**src/hw/rtl/mhc_pkg.sv**
```systemverilog
package mhc_pkg;

    // Working widths. X and Y carry the 16-bit sample scaled by 2^8, a sign,
    // and headroom for the CORDIC gain (about 1.65) and the 180 degree pre-rotation.
    localparam int XY_W      = 28;
    // The angle accumulator holds degrees times 2^16, signed, within -100..+281 degrees.
    localparam int Z_W       = 26;
    localparam int ACC_FRAC  = 16;
    localparam int TABLE_LEN = 24;
    localparam int HEAD_W    = 15;

    localparam int CORDIC_STEPS_DEF        = 16;
    localparam int ANGLE_FRACTION_BITS_DEF = 6;

    localparam logic signed [Z_W-1:0] DEG180 = 26'sd11796480;
    localparam logic signed [Z_W-1:0] DEG360 = 26'sd23592960;

    typedef struct packed {
        logic                   zero;
        logic signed [XY_W-1:0] x;
        logic signed [XY_W-1:0] y;
        logic signed [Z_W-1:0]  z;
    } t_cdata;

    // atan(2^-i) in degrees times 2^16, rounded to nearest.
    function automatic logic signed [Z_W-1:0] atan_deg(input int step);
        logic signed [Z_W-1:0] v;
        case (step)
            0:       v = 26'sd2949120;
            1:       v = 26'sd1740967;
            2:       v = 26'sd919879;
            3:       v = 26'sd466945;
            4:       v = 26'sd234379;
            5:       v = 26'sd117304;
            6:       v = 26'sd58671;
            7:       v = 26'sd29335;
            8:       v = 26'sd14668;
            9:       v = 26'sd7334;
            10:      v = 26'sd3667;
            11:      v = 26'sd1833;
            12:      v = 26'sd917;
            13:      v = 26'sd458;
            14:      v = 26'sd229;
            15:      v = 26'sd115;
            16:      v = 26'sd57;
            17:      v = 26'sd29;
            18:      v = 26'sd14;
            19:      v = 26'sd7;
            20:      v = 26'sd4;
            21:      v = 26'sd2;
            22:      v = 26'sd1;
            default: v = '0;
        endcase
        return v;
    endfunction

endpackage

```
**src/hw/rtl/mhc_prep.sv**
```systemverilog
module mhc_prep (
    input  logic            i_clk,
    input  logic            i_rst_n,
    input  logic            i_valid,
    input  logic [7:0]      i_x_low_byte,
    input  logic [7:0]      i_x_high_byte,
    input  logic [7:0]      i_y_low_byte,
    input  logic [7:0]      i_y_high_byte,
    output logic            o_valid,
    output mhc_pkg::t_cdata o_data
);
    import mhc_pkg::*;

    logic signed [XY_W-1:0] x_sc;
    logic signed [XY_W-1:0] y_sc;
    logic                   r_valid;
    t_cdata                 r_data;
    t_cdata                 n_data;

    // Sign-extend the assembled 16-bit samples and scale them by 2^8.
    assign x_sc = {{(XY_W-24){i_x_high_byte[7]}}, i_x_high_byte, i_x_low_byte, 8'd0};
    assign y_sc = {{(XY_W-24){i_y_high_byte[7]}}, i_y_high_byte, i_y_low_byte, 8'd0};

    // A vector in the left half plane is turned by 180 degrees first.
    always_comb begin
        n_data.zero = (x_sc == '0) && (y_sc == '0);
        if (x_sc[XY_W-1]) begin
            n_data.x = -x_sc;
            n_data.y = -y_sc;
            n_data.z = DEG180;
        end else begin
            n_data.x = x_sc;
            n_data.y = y_sc;
            n_data.z = '0;
        end
    end

    always_ff @(posedge i_clk) begin
        if (!i_rst_n) begin
            r_valid <= 1'b0;
        end else begin
            r_valid <= i_valid;
        end
    end

    always_ff @(posedge i_clk) begin
        r_data <= n_data;
    end

    assign o_valid = r_valid;
    assign o_data  = r_data;

endmodule

```
**src/hw/rtl/mhc_cell.sv**
```systemverilog
module mhc_cell #(
    parameter int STEP = 0
) (
    input  logic            i_clk,
    input  logic            i_rst_n,
    input  logic            i_valid,
    input  mhc_pkg::t_cdata i_data,
    output logic            o_valid,
    output mhc_pkg::t_cdata o_data
);
    import mhc_pkg::*;

    localparam logic signed [Z_W-1:0] ANGLE = atan_deg(STEP);

    logic signed [XY_W-1:0] dx;
    logic signed [XY_W-1:0] dy;
    logic                   r_valid;
    t_cdata                 r_data;
    t_cdata                 n_data;

    assign dx = i_data.y >>> STEP;
    assign dy = i_data.x >>> STEP;

    // Rotate toward the X axis: the sign of Y picks the direction.
    always_comb begin
        n_data.zero = i_data.zero;
        if (!i_data.y[XY_W-1]) begin
            n_data.x = i_data.x + dx;
            n_data.y = i_data.y - dy;
            n_data.z = i_data.z + ANGLE;
        end else begin
            n_data.x = i_data.x - dx;
            n_data.y = i_data.y + dy;
            n_data.z = i_data.z - ANGLE;
        end
    end

    always_ff @(posedge i_clk) begin
        if (!i_rst_n) begin
            r_valid <= 1'b0;
        end else begin
            r_valid <= i_valid;
        end
    end

    always_ff @(posedge i_clk) begin
        r_data <= n_data;
    end

    assign o_valid = r_valid;
    assign o_data  = r_data;

endmodule

```
**src/hw/rtl/mhc_round.sv**
```systemverilog
module mhc_round #(
    parameter int ANGLE_FRACTION_BITS = mhc_pkg::ANGLE_FRACTION_BITS_DEF
) (
    input  logic                      i_clk,
    input  logic                      i_rst_n,
    input  logic                      i_valid,
    input  mhc_pkg::t_cdata           i_data,
    output logic                      o_valid,
    output logic [mhc_pkg::HEAD_W-1:0] o_heading
);
    import mhc_pkg::*;

    localparam int             DROP  = ACC_FRAC - ANGLE_FRACTION_BITS;
    localparam logic [Z_W-1:0] HALF  = Z_W'(1) << (DROP - 1);
    localparam logic [Z_W-1:0] LIMIT = Z_W'(360) << ANGLE_FRACTION_BITS;

    logic signed [Z_W-1:0] z_wrap;
    logic [Z_W-1:0]        sum;
    logic [Z_W-1:0]        res;
    logic [HEAD_W-1:0]     n_heading;
    logic                  r_valid_a;
    logic                  r_zero_a;
    logic [Z_W-2:0]        r_z_a;
    logic                  r_valid_b;
    logic [HEAD_W-1:0]     r_heading;

    // First stage: bring the angle into 0 to 360 degrees.
    always_comb begin
        if (i_data.z[Z_W-1]) begin
            z_wrap = i_data.z + DEG360;
        end else if (i_data.z >= DEG360) begin
            z_wrap = i_data.z - DEG360;
        end else begin
            z_wrap = i_data.z;
        end
    end

    // Second stage: round half up, fold a full turn back to zero, force zero for a zero vector.
    always_comb begin
        sum = {1'b0, r_z_a} + HALF;
        res = sum >> DROP;
        if (r_zero_a || (res >= LIMIT)) begin
            n_heading = '0;
        end else begin
            n_heading = res[HEAD_W-1:0];
        end
    end

    always_ff @(posedge i_clk) begin
        if (!i_rst_n) begin
            r_valid_a <= 1'b0;
            r_valid_b <= 1'b0;
        end else begin
            r_valid_a <= i_valid;
            r_valid_b <= r_valid_a;
        end
    end

    always_ff @(posedge i_clk) begin
        r_zero_a  <= i_data.zero;
        r_z_a     <= z_wrap[Z_W-2:0];
        r_heading <= n_heading;
    end

    assign o_valid   = r_valid_b;
    assign o_heading = r_heading;

endmodule

```
**src/hw/rtl/magnetometer_heading_cordic_unit.sv**
```systemverilog
// Compass heading from a pair of magnetometer samples.
//
// A sample beat is offered by raising start with the four byte ports set;
// it is taken at the rising edge where start is high and busy is low. X and
// Y are each assembled from a little-endian byte pair as signed 16-bit values.
// busy never rises: the datapath is a fixed pipeline and takes a new beat
// in every cycle, so the sustained rate is one sample per clock.
// The heading atan2(Y, X) in degrees, within 0 up to just below 360, appears
// on o_heading_angle as unsigned fixed point with ANGLE_FRACTION_BITS fraction
// bits, for exactly one cycle marked by o_valid. A beat passes one input
// cell, one cell per CORDIC iteration and two output cells (wrap, round).
// Beats leave in the order they came. The receiver cannot hold results off
// and none is needed, since nothing is ever queued.
// A synchronous reset (i_rst_n low) drops every beat in flight; no
// result appears for them. There is no configuration and no stored state.
module magnetometer_heading_cordic_unit #(
    parameter int CORDIC_STEPS        = mhc_pkg::CORDIC_STEPS_DEF,
    parameter int ANGLE_FRACTION_BITS = mhc_pkg::ANGLE_FRACTION_BITS_DEF
) (
    input  logic                       i_clk,
    input  logic                       i_rst_n,
    input  logic                       start,
    output logic                       busy,
    input  logic [7:0]                 i_x_low_byte,
    input  logic [7:0]                 i_x_high_byte,
    input  logic [7:0]                 i_y_low_byte,
    input  logic [7:0]                 i_y_high_byte,
    output logic                       o_valid,
    output logic [mhc_pkg::HEAD_W-1:0] o_heading_angle
);
    import mhc_pkg::*;

    // Only the iterations with an arctangent table entry exist.
    localparam int N_CELLS = (CORDIC_STEPS < TABLE_LEN) ? CORDIC_STEPS : TABLE_LEN;
    localparam int LATENCY = N_CELLS + 3;
    // Highest legal heading plus one; with wide fractions the port masks it.
    localparam logic [Z_W-1:0] HEAD_LIMIT = (ANGLE_FRACTION_BITS <= 6) ?
        (Z_W'(360) << ANGLE_FRACTION_BITS) : (Z_W'(1) << HEAD_W);

    logic   chain_valid [N_CELLS+1];
    t_cdata chain_data  [N_CELLS+1];

    // The pipeline never stalls, so a beat is always welcome.
    assign busy = 1'b0;

    // The input cell assembles the samples and pre-rotates the left half plane.
    mhc_prep u_prep (
        .i_clk         (i_clk),
        .i_rst_n       (i_rst_n),
        .i_valid       (start),
        .i_x_low_byte  (i_x_low_byte),
        .i_x_high_byte (i_x_high_byte),
        .i_y_low_byte  (i_y_low_byte),
        .i_y_high_byte (i_y_high_byte),
        .o_valid       (chain_valid[0]),
        .o_data        (chain_data[0])
    );

    // Row of vectoring cells; cell s shifts by s and adds or subtracts atan(2^-s).
    for (genvar s = 0; s < N_CELLS; s++) begin : g_cell
        mhc_cell #(
            .STEP (s)
        ) u_cell (
            .i_clk   (i_clk),
            .i_rst_n (i_rst_n),
            .i_valid (chain_valid[s]),
            .i_data  (chain_data[s]),
            .o_valid (chain_valid[s+1]),
            .o_data  (chain_data[s+1])
        );
    end

    // Output cells wrap the angle into one full turn, then round to the
    // requested fraction. A sample with both axes zero reads as heading zero.
    mhc_round #(
        .ANGLE_FRACTION_BITS (ANGLE_FRACTION_BITS)
    ) u_round (
        .i_clk     (i_clk),
        .i_rst_n   (i_rst_n),
        .i_valid   (chain_valid[N_CELLS]),
        .i_data    (chain_data[N_CELLS]),
        .o_valid   (o_valid),
        .o_heading (o_heading_angle)
    );

    // Every accepted beat comes out as a result on o_valid.
    a_beat_out: assert property (@(posedge i_clk) disable iff (!i_rst_n)
        start |-> ##LATENCY o_valid)
        else $error("accepted beat did not produce a result on time");

    // No result appears without an accepted beat.
    a_no_ghost: assert property (@(posedge i_clk) disable iff (!i_rst_n)
        !start |-> ##LATENCY !o_valid)
        else $error("result strobe without a matching input beat");

    // A sample with both axes zero must report heading zero.
    a_zero_vec: assert property (@(posedge i_clk) disable iff (!i_rst_n)
        (start && (i_x_low_byte == 8'd0) && (i_x_high_byte == 8'd0) &&
         (i_y_low_byte == 8'd0) && (i_y_high_byte == 8'd0))
        |-> ##LATENCY (o_heading_angle == '0))
        else $error("zero vector gave a nonzero heading");

    // A reported heading stays below HEAD_LIMIT, a full turn where the port can show it.
    a_range: assert property (@(posedge i_clk) disable iff (!i_rst_n)
        o_valid |-> ({{(Z_W-HEAD_W){1'b0}}, o_heading_angle} < HEAD_LIMIT))
        else $error("heading out of range");

endmodule

```
**config.mk**
```make
export PLATFORM = sky130hd
export DESIGN_NAME = magnetometer_heading_cordic_unit
export DESIGN_NICKNAME = d
export VERILOG_FILES = /design/src/hw/rtl/mhc_pkg.sv /design/src/hw/rtl/mhc_prep.sv /design/src/hw/rtl/mhc_cell.sv /design/src/hw/rtl/mhc_round.sv /design/src/hw/rtl/magnetometer_heading_cordic_unit.sv
export SDC_FILE = /design/constraint.sdc
export NUM_CORES = 2
export LEC_CHECK = 0
export BUFFER_PORTS_ARGS = -buffer_cell sky130_fd_sc_hd__buf_4
export CAP_MARGIN = 40
export CORE_AREA = 2 2 534 536
export DETAILED_ROUTE_END_ITERATION = 10
export DIE_AREA = 0 0 536 538
export MAX_ROUTING_LAYER = met4
export PLACE_DENSITY_LB_ADDON = 0.05
export SLEW_MARGIN = 5
export SYNTH_ARGS = -nofsm -noshare
export SYNTH_HDL_FRONTEND = slang
export SYNTH_SLANG_ARGS = --single-unit
```
**constraint.sdc**
```tcl
create_clock -name i_clk -period 10.3 [get_ports i_clk]
set_input_delay 0.515 -clock i_clk [delete_from_list [all_inputs] [get_ports i_clk]]
set_output_delay 0.515 -clock i_clk [all_outputs]
set_load 0.005 [all_outputs]
```
; ---- Word level (Yosys, flattened, before mapping)
; Index checks and enable logic that the tools add are counted.
[word_totals]
wordCells = 210
out_inout_bits = 17
input_bits = 35
reg_bits = 1387
[op_classes]
add_sub_neg = 96
magnitude_cmp = 2
muxes = 19
n_reduce_logical = 4
[op_table]
columns = cell, count
row1 = $mux W82, 15
row2 = $mux W77, 1
row3 = $add A28 B14 Y28, 2
row4 = $add A28 B15 Y28, 2
row5 = $add A28 B16 Y28, 2
row6 = $add A28 B17 Y28, 2
row7 = $add A28 B18 Y28, 2
row8 = $add A28 B19 Y28, 2
row9 = $add A28 B20 Y28, 2
row10 = $add A28 B21 Y28, 2
row11 = $add A28 B22 Y28, 2
row12 = $add A28 B23 Y28, 2
row13 = $add A28 B24 Y28, 2
row14 = $add A28 B25 Y28, 2
row15 = $add A28 B26 Y28, 2
row16 = $add A28 B27 Y28, 2
row17 = $logic_not A28 Y1, 2
row18 = $neg A24 Y28, 2
row19 = $sub A28 B14 Y28, 2
row20 = $sub A28 B15 Y28, 2
row21 = $sub A28 B16 Y28, 2
row22 = $sub A28 B17 Y28, 2
row23 = $sub A28 B18 Y28, 2
row24 = $sub A28 B19 Y28, 2
row25 = 51 further kinds, 61

; ---- Longest topological paths before layout
[depth]
ltp_word = 3
ltp_mapped = 22
ltp_nobuf = 21

; ---- Cells and area by module
; Synthesis repeated with hierarchy kept, for this count alone.
[hier_totals]
hier_cells = 13454
hier_area_um2 = 111345.5
[by_module_without_submodules]
columns = mod, n_inst, cells_per_inst, seq_area_each_um2, area_each_um2
row1 = mhc_cell at g_cell[0].u_cell, 1, 893, 1661.6, 7126.8
row2 = mhc_cell at g_cell[5].u_cell, 1, 866, 1681.6, 7026.7
row3 = mhc_cell at g_cell[4].u_cell, 1, 853, 1681.6, 6917.9
row4 = mhc_cell at g_cell[9].u_cell, 1, 814, 1681.6, 6855.3
row5 = mhc_cell at g_cell[1].u_cell, 1, 827, 1681.6, 6824.0
row6 = mhc_cell at g_cell[3].u_cell, 1, 826, 1681.6, 6799.0
row7 = mhc_cell at g_cell[11].u_cell, 1, 840, 1681.6, 6760.2
row8 = mhc_cell at g_cell[12].u_cell, 1, 836, 1681.6, 6749.0
row9 = mhc_cell at g_cell[14].u_cell, 1, 837, 1681.6, 6746.5
row10 = mhc_cell at g_cell[6].u_cell, 1, 817, 1681.6, 6746.5
row11 = mhc_cell at g_cell[10].u_cell, 1, 819, 1681.6, 6732.7
row12 = mhc_cell at g_cell[2].u_cell, 1, 795, 1681.6, 6700.2
row13 = mhc_cell at g_cell[8].u_cell, 1, 812, 1681.6, 6673.9
row14 = mhc_cell at g_cell[7].u_cell, 1, 801, 1681.6, 6646.4
row15 = +5 rows, n/a, n/a, n/a, n/a

; ---- Least setup slack after synthesis
; Ideal clock, no wire load.
[synth_path]
path_kind = register -> register
startpoint = register g_cell[8].u_cell.r_data (netlist bit g_cell[8].u_cell.o_data[65])
endpoint = register g_cell[9].u_cell.r_data (netlist bit g_cell[9].u_cell.o_data[52])
path_stages_with_launch = 19
period_less_slack_ps = 4302
required_ps = 10228
arrival_time_ps = 4230
setup_time_ps = 72
path_buffers = 0
path_slack_ps = 5998
path_cell_list = dfxtp_1 > nor3_1 > nand2b_1 > or3_1 > nor4b_1 > a21oi_1 > xor2_1 > ha_1 > a21o_1 > a21o_1 > a21o_1 > a31oi_1 > o21ba_2 > o2111ai_1 > o211ai_1 > o221ai_1 > a221o_1 > a21oi_1 > xnor2_1
[synth_rtl]
columns = item, line_no
row1 = from (decl), mhc_cell.sv:18  ; t_cdata r_data;
row2 = from (signal assigned), mhc_cell.sv:47  ; r_data <= n_data;
row3 = to (signal assigned), mhc_cell.sv:47
row4 = to (decl), mhc_cell.sv:18

==> metrics.txt <==
outcome finished, final reports clean; all-layer global routing usage 17.4%; IO Pins 52; TNS Setup 0 ns; Via-to-Cell Ratio 4.96; area of the core 0.283 mm^2; post_cts resized 0; synthesized cell area 0.0845 mm^2; Yosys reg bits 1,192; Final min period 4.77 ns; Worst-path clk slew 0.06 ns; Avg Cell Area, Syn 8.56 um^2; headroom to the max-slew limit 36.6%; Final #Nets 11,200; Final Max Slew Viols 0; warnings from Yosys 0; worst-margin pin slew 0.938 ns; wire length of the first global-routing pass 390,000 um; ys flop type dfxtp_1; Hold Path Origin i_y_low_byte[1]; Max Root-Sink Buffers 4; initial antenna violation count 12; number of synthesized flops with an enable pin 0; chip width approximately 540 um; Final Hold Vio Count 0; Die Area 0.288 mm^2; reg2reg start g_cell[8].u_cell.o_data[53]$_DFF_P_; DP HPWL 202,000 um; PortBufs 50; vias 68,900; fmax about 210 MHz; Worst Path Max Fanout 57; layout cells sized above 1 4.49%; CP arrival 5.55 ns; Initial Util 29.8%; count of final setup violators 0; register area approximately 0.024 mm^2; Setup Fix Bufs, Post-CTS 0; Routed Antenna Nets 0; RSZ-0062 raised after global routing false; clock root buffer clkbuf_16; synth top area cells dfxtp_1 (28%), ha_1 (17%), xnor2_1 (9.8%); area occupied by multi-input gates 0.0583 mm^2; pin count of the biggest net entering global routing 61; H-tree depth reported by CTS 4; Worst EP required around 11 ns; vias in the first global route 67,800; fraction of registers with async set/reset 0%; grt ovf 0; FP Rows around 200; routed len/inst approximately 18 um; initial DRC count 3,686; final critical-path share of the clock period 46.3%; total CTS buffers 159; area fraction of the dominant cell type after synthesis 28.3%; Distinct cells, synth 100; Synth area leader dfxtp_1; CTS tree done; CP startpoint g_cell[8].u_cell.o_data[53]$_DFF_P_; die span in y 538 um; Synth Instances 9,872; most common cell after layout, fill and taps aside dfxtp_1; RD Place Congestion 0.856; DRT Pass-1 Iters 7; sequential element share of the synthesized area 28.3%; WS Path Type reg -> reg; clock sink count 1,192; DR DRC count 0; Worst-Skew Late Latency 0.85 ns; most frequent cells in the layout dfxtp_1 (1,179), ha_1 (1,157), a21oi_1 (977), nor2_1 (972), xnor2_1 (948); area delta synth->final 12.6%; CP startpoint kind flip-flop; Fin Clk Skew 0.0606 ns; Crit. End Element flip-flop; filler instances 29,500; Detailed Route WL around 250,000 um; Worst Hold Class in -> reg; number of max-cap violations 0
stage by stage:
stage	setup slack, ns	std cells	utilization, %	instance area, um^2	hold WS, ns
after floorplan	6.00	9875	-	84500	0.310
after global placement	5.24	13600	31.5	89200	0.311
after detailed placement	5.52	13600	31.5	89300	0.312
after CTS	5.53	13900	33.6	95100	0.0619
after global routing	5.17	13900	33.6	95100	0.153
final	5.53	13900	33.6	95100	0.149
area by class of cell:
class                           count  share of cell area, %
Tap cell                         3762                   4.95
Antenna cell                        4                 0.0105
Clock buffer                      216                   4.82
Timing Repair Buffer              135                   1.18
Sequential cell                  1192                   25.1
Inverter                          465                   1.84
Clock inverter                     62                  0.775
Multi-Input combinational cell   8071                   61.3
critical path: stages, from the launching register on:
cell,delay [ns]
dfxtp_2,0.31
buf_4,0.54
inv_1,0.51
o21ai_0,0.22
xnor2_1,0.26
ha_1,0.36
a2111oi_0,0.40
o21a_1,0.20
or3_1,0.20
a311oi_1,0.15
a2111oi_0,0.70
or2_1,0.26
o31ai_1,0.13
a21o_1,0.19
a21oi_1,0.16
xnor2_1,0.13
registers in the layout (all words and copies together) (netlist names):
name,cells
g_cell.u_cell.o_data,1099
u_prep.o_valid,1
u_round.r_z_a,16
u_round.r_zero_a,1
g_cell.u_cell.o_valid,16
u_round.o_heading,15
u_round.r_valid_a,1
u_prep.o_data,42
u_round.o_valid,1
cell families after synthesis:
group                      synth area share [%]
AOI/OAI and AO/OA                          20.2
adders and majority gates                  17.9
other                                   0.00444
buffers and inverters                      2.73
muxes                                     0.676
DFF                                        28.3
xor gates and xnor gates                   14.6
and+or+nand+nor                            15.6
layer usage:
layer	GRT usage (%)	wire length, um
met4	4.17	5560
met5	-	0
met3	1.99	8750
met1	23.5	124000
met2	27.7	111000
worst paths after layout:
kind         cells after the start  slack [ns]                                  end
max                             15        5.53  g_cell[9].u_cell.o_data[53]$_DFF_P_
min                              3        0.15            u_prep.o_data[35]$_DFF_P_
max reg2reg                     15        5.53  g_cell[9].u_cell.o_data[53]$_DFF_P_
min reg2reg                      0        0.32            u_round.r_z_a[16]$_DFF_P_
cell usage after synthesis, drive strengths merged, types with 89 or more instances:
library cell,count
dfxtp,1192
ha,1157
a21oi,979
nor2,973
xnor2,948
o21ai,468
inv,464
xor2,464
nand2,422
a21o,387
nor3,291
nor2b,173
nand3,168
o21a,167
nand2b,151
clkbuf,126
a31oi,116
o21bai,114
and3,89
repair_timing:
action | 4_1_cts | 5_1_grt
hold buffers | 49 | 0
hold endpoints to repair | 55 | 0
endpoints found under the setup margin | 0 | 0
Power is left out: the tool's default activity adds up to more than one toggle a clock period on the data nets, which glitch-free logic cannot reach.
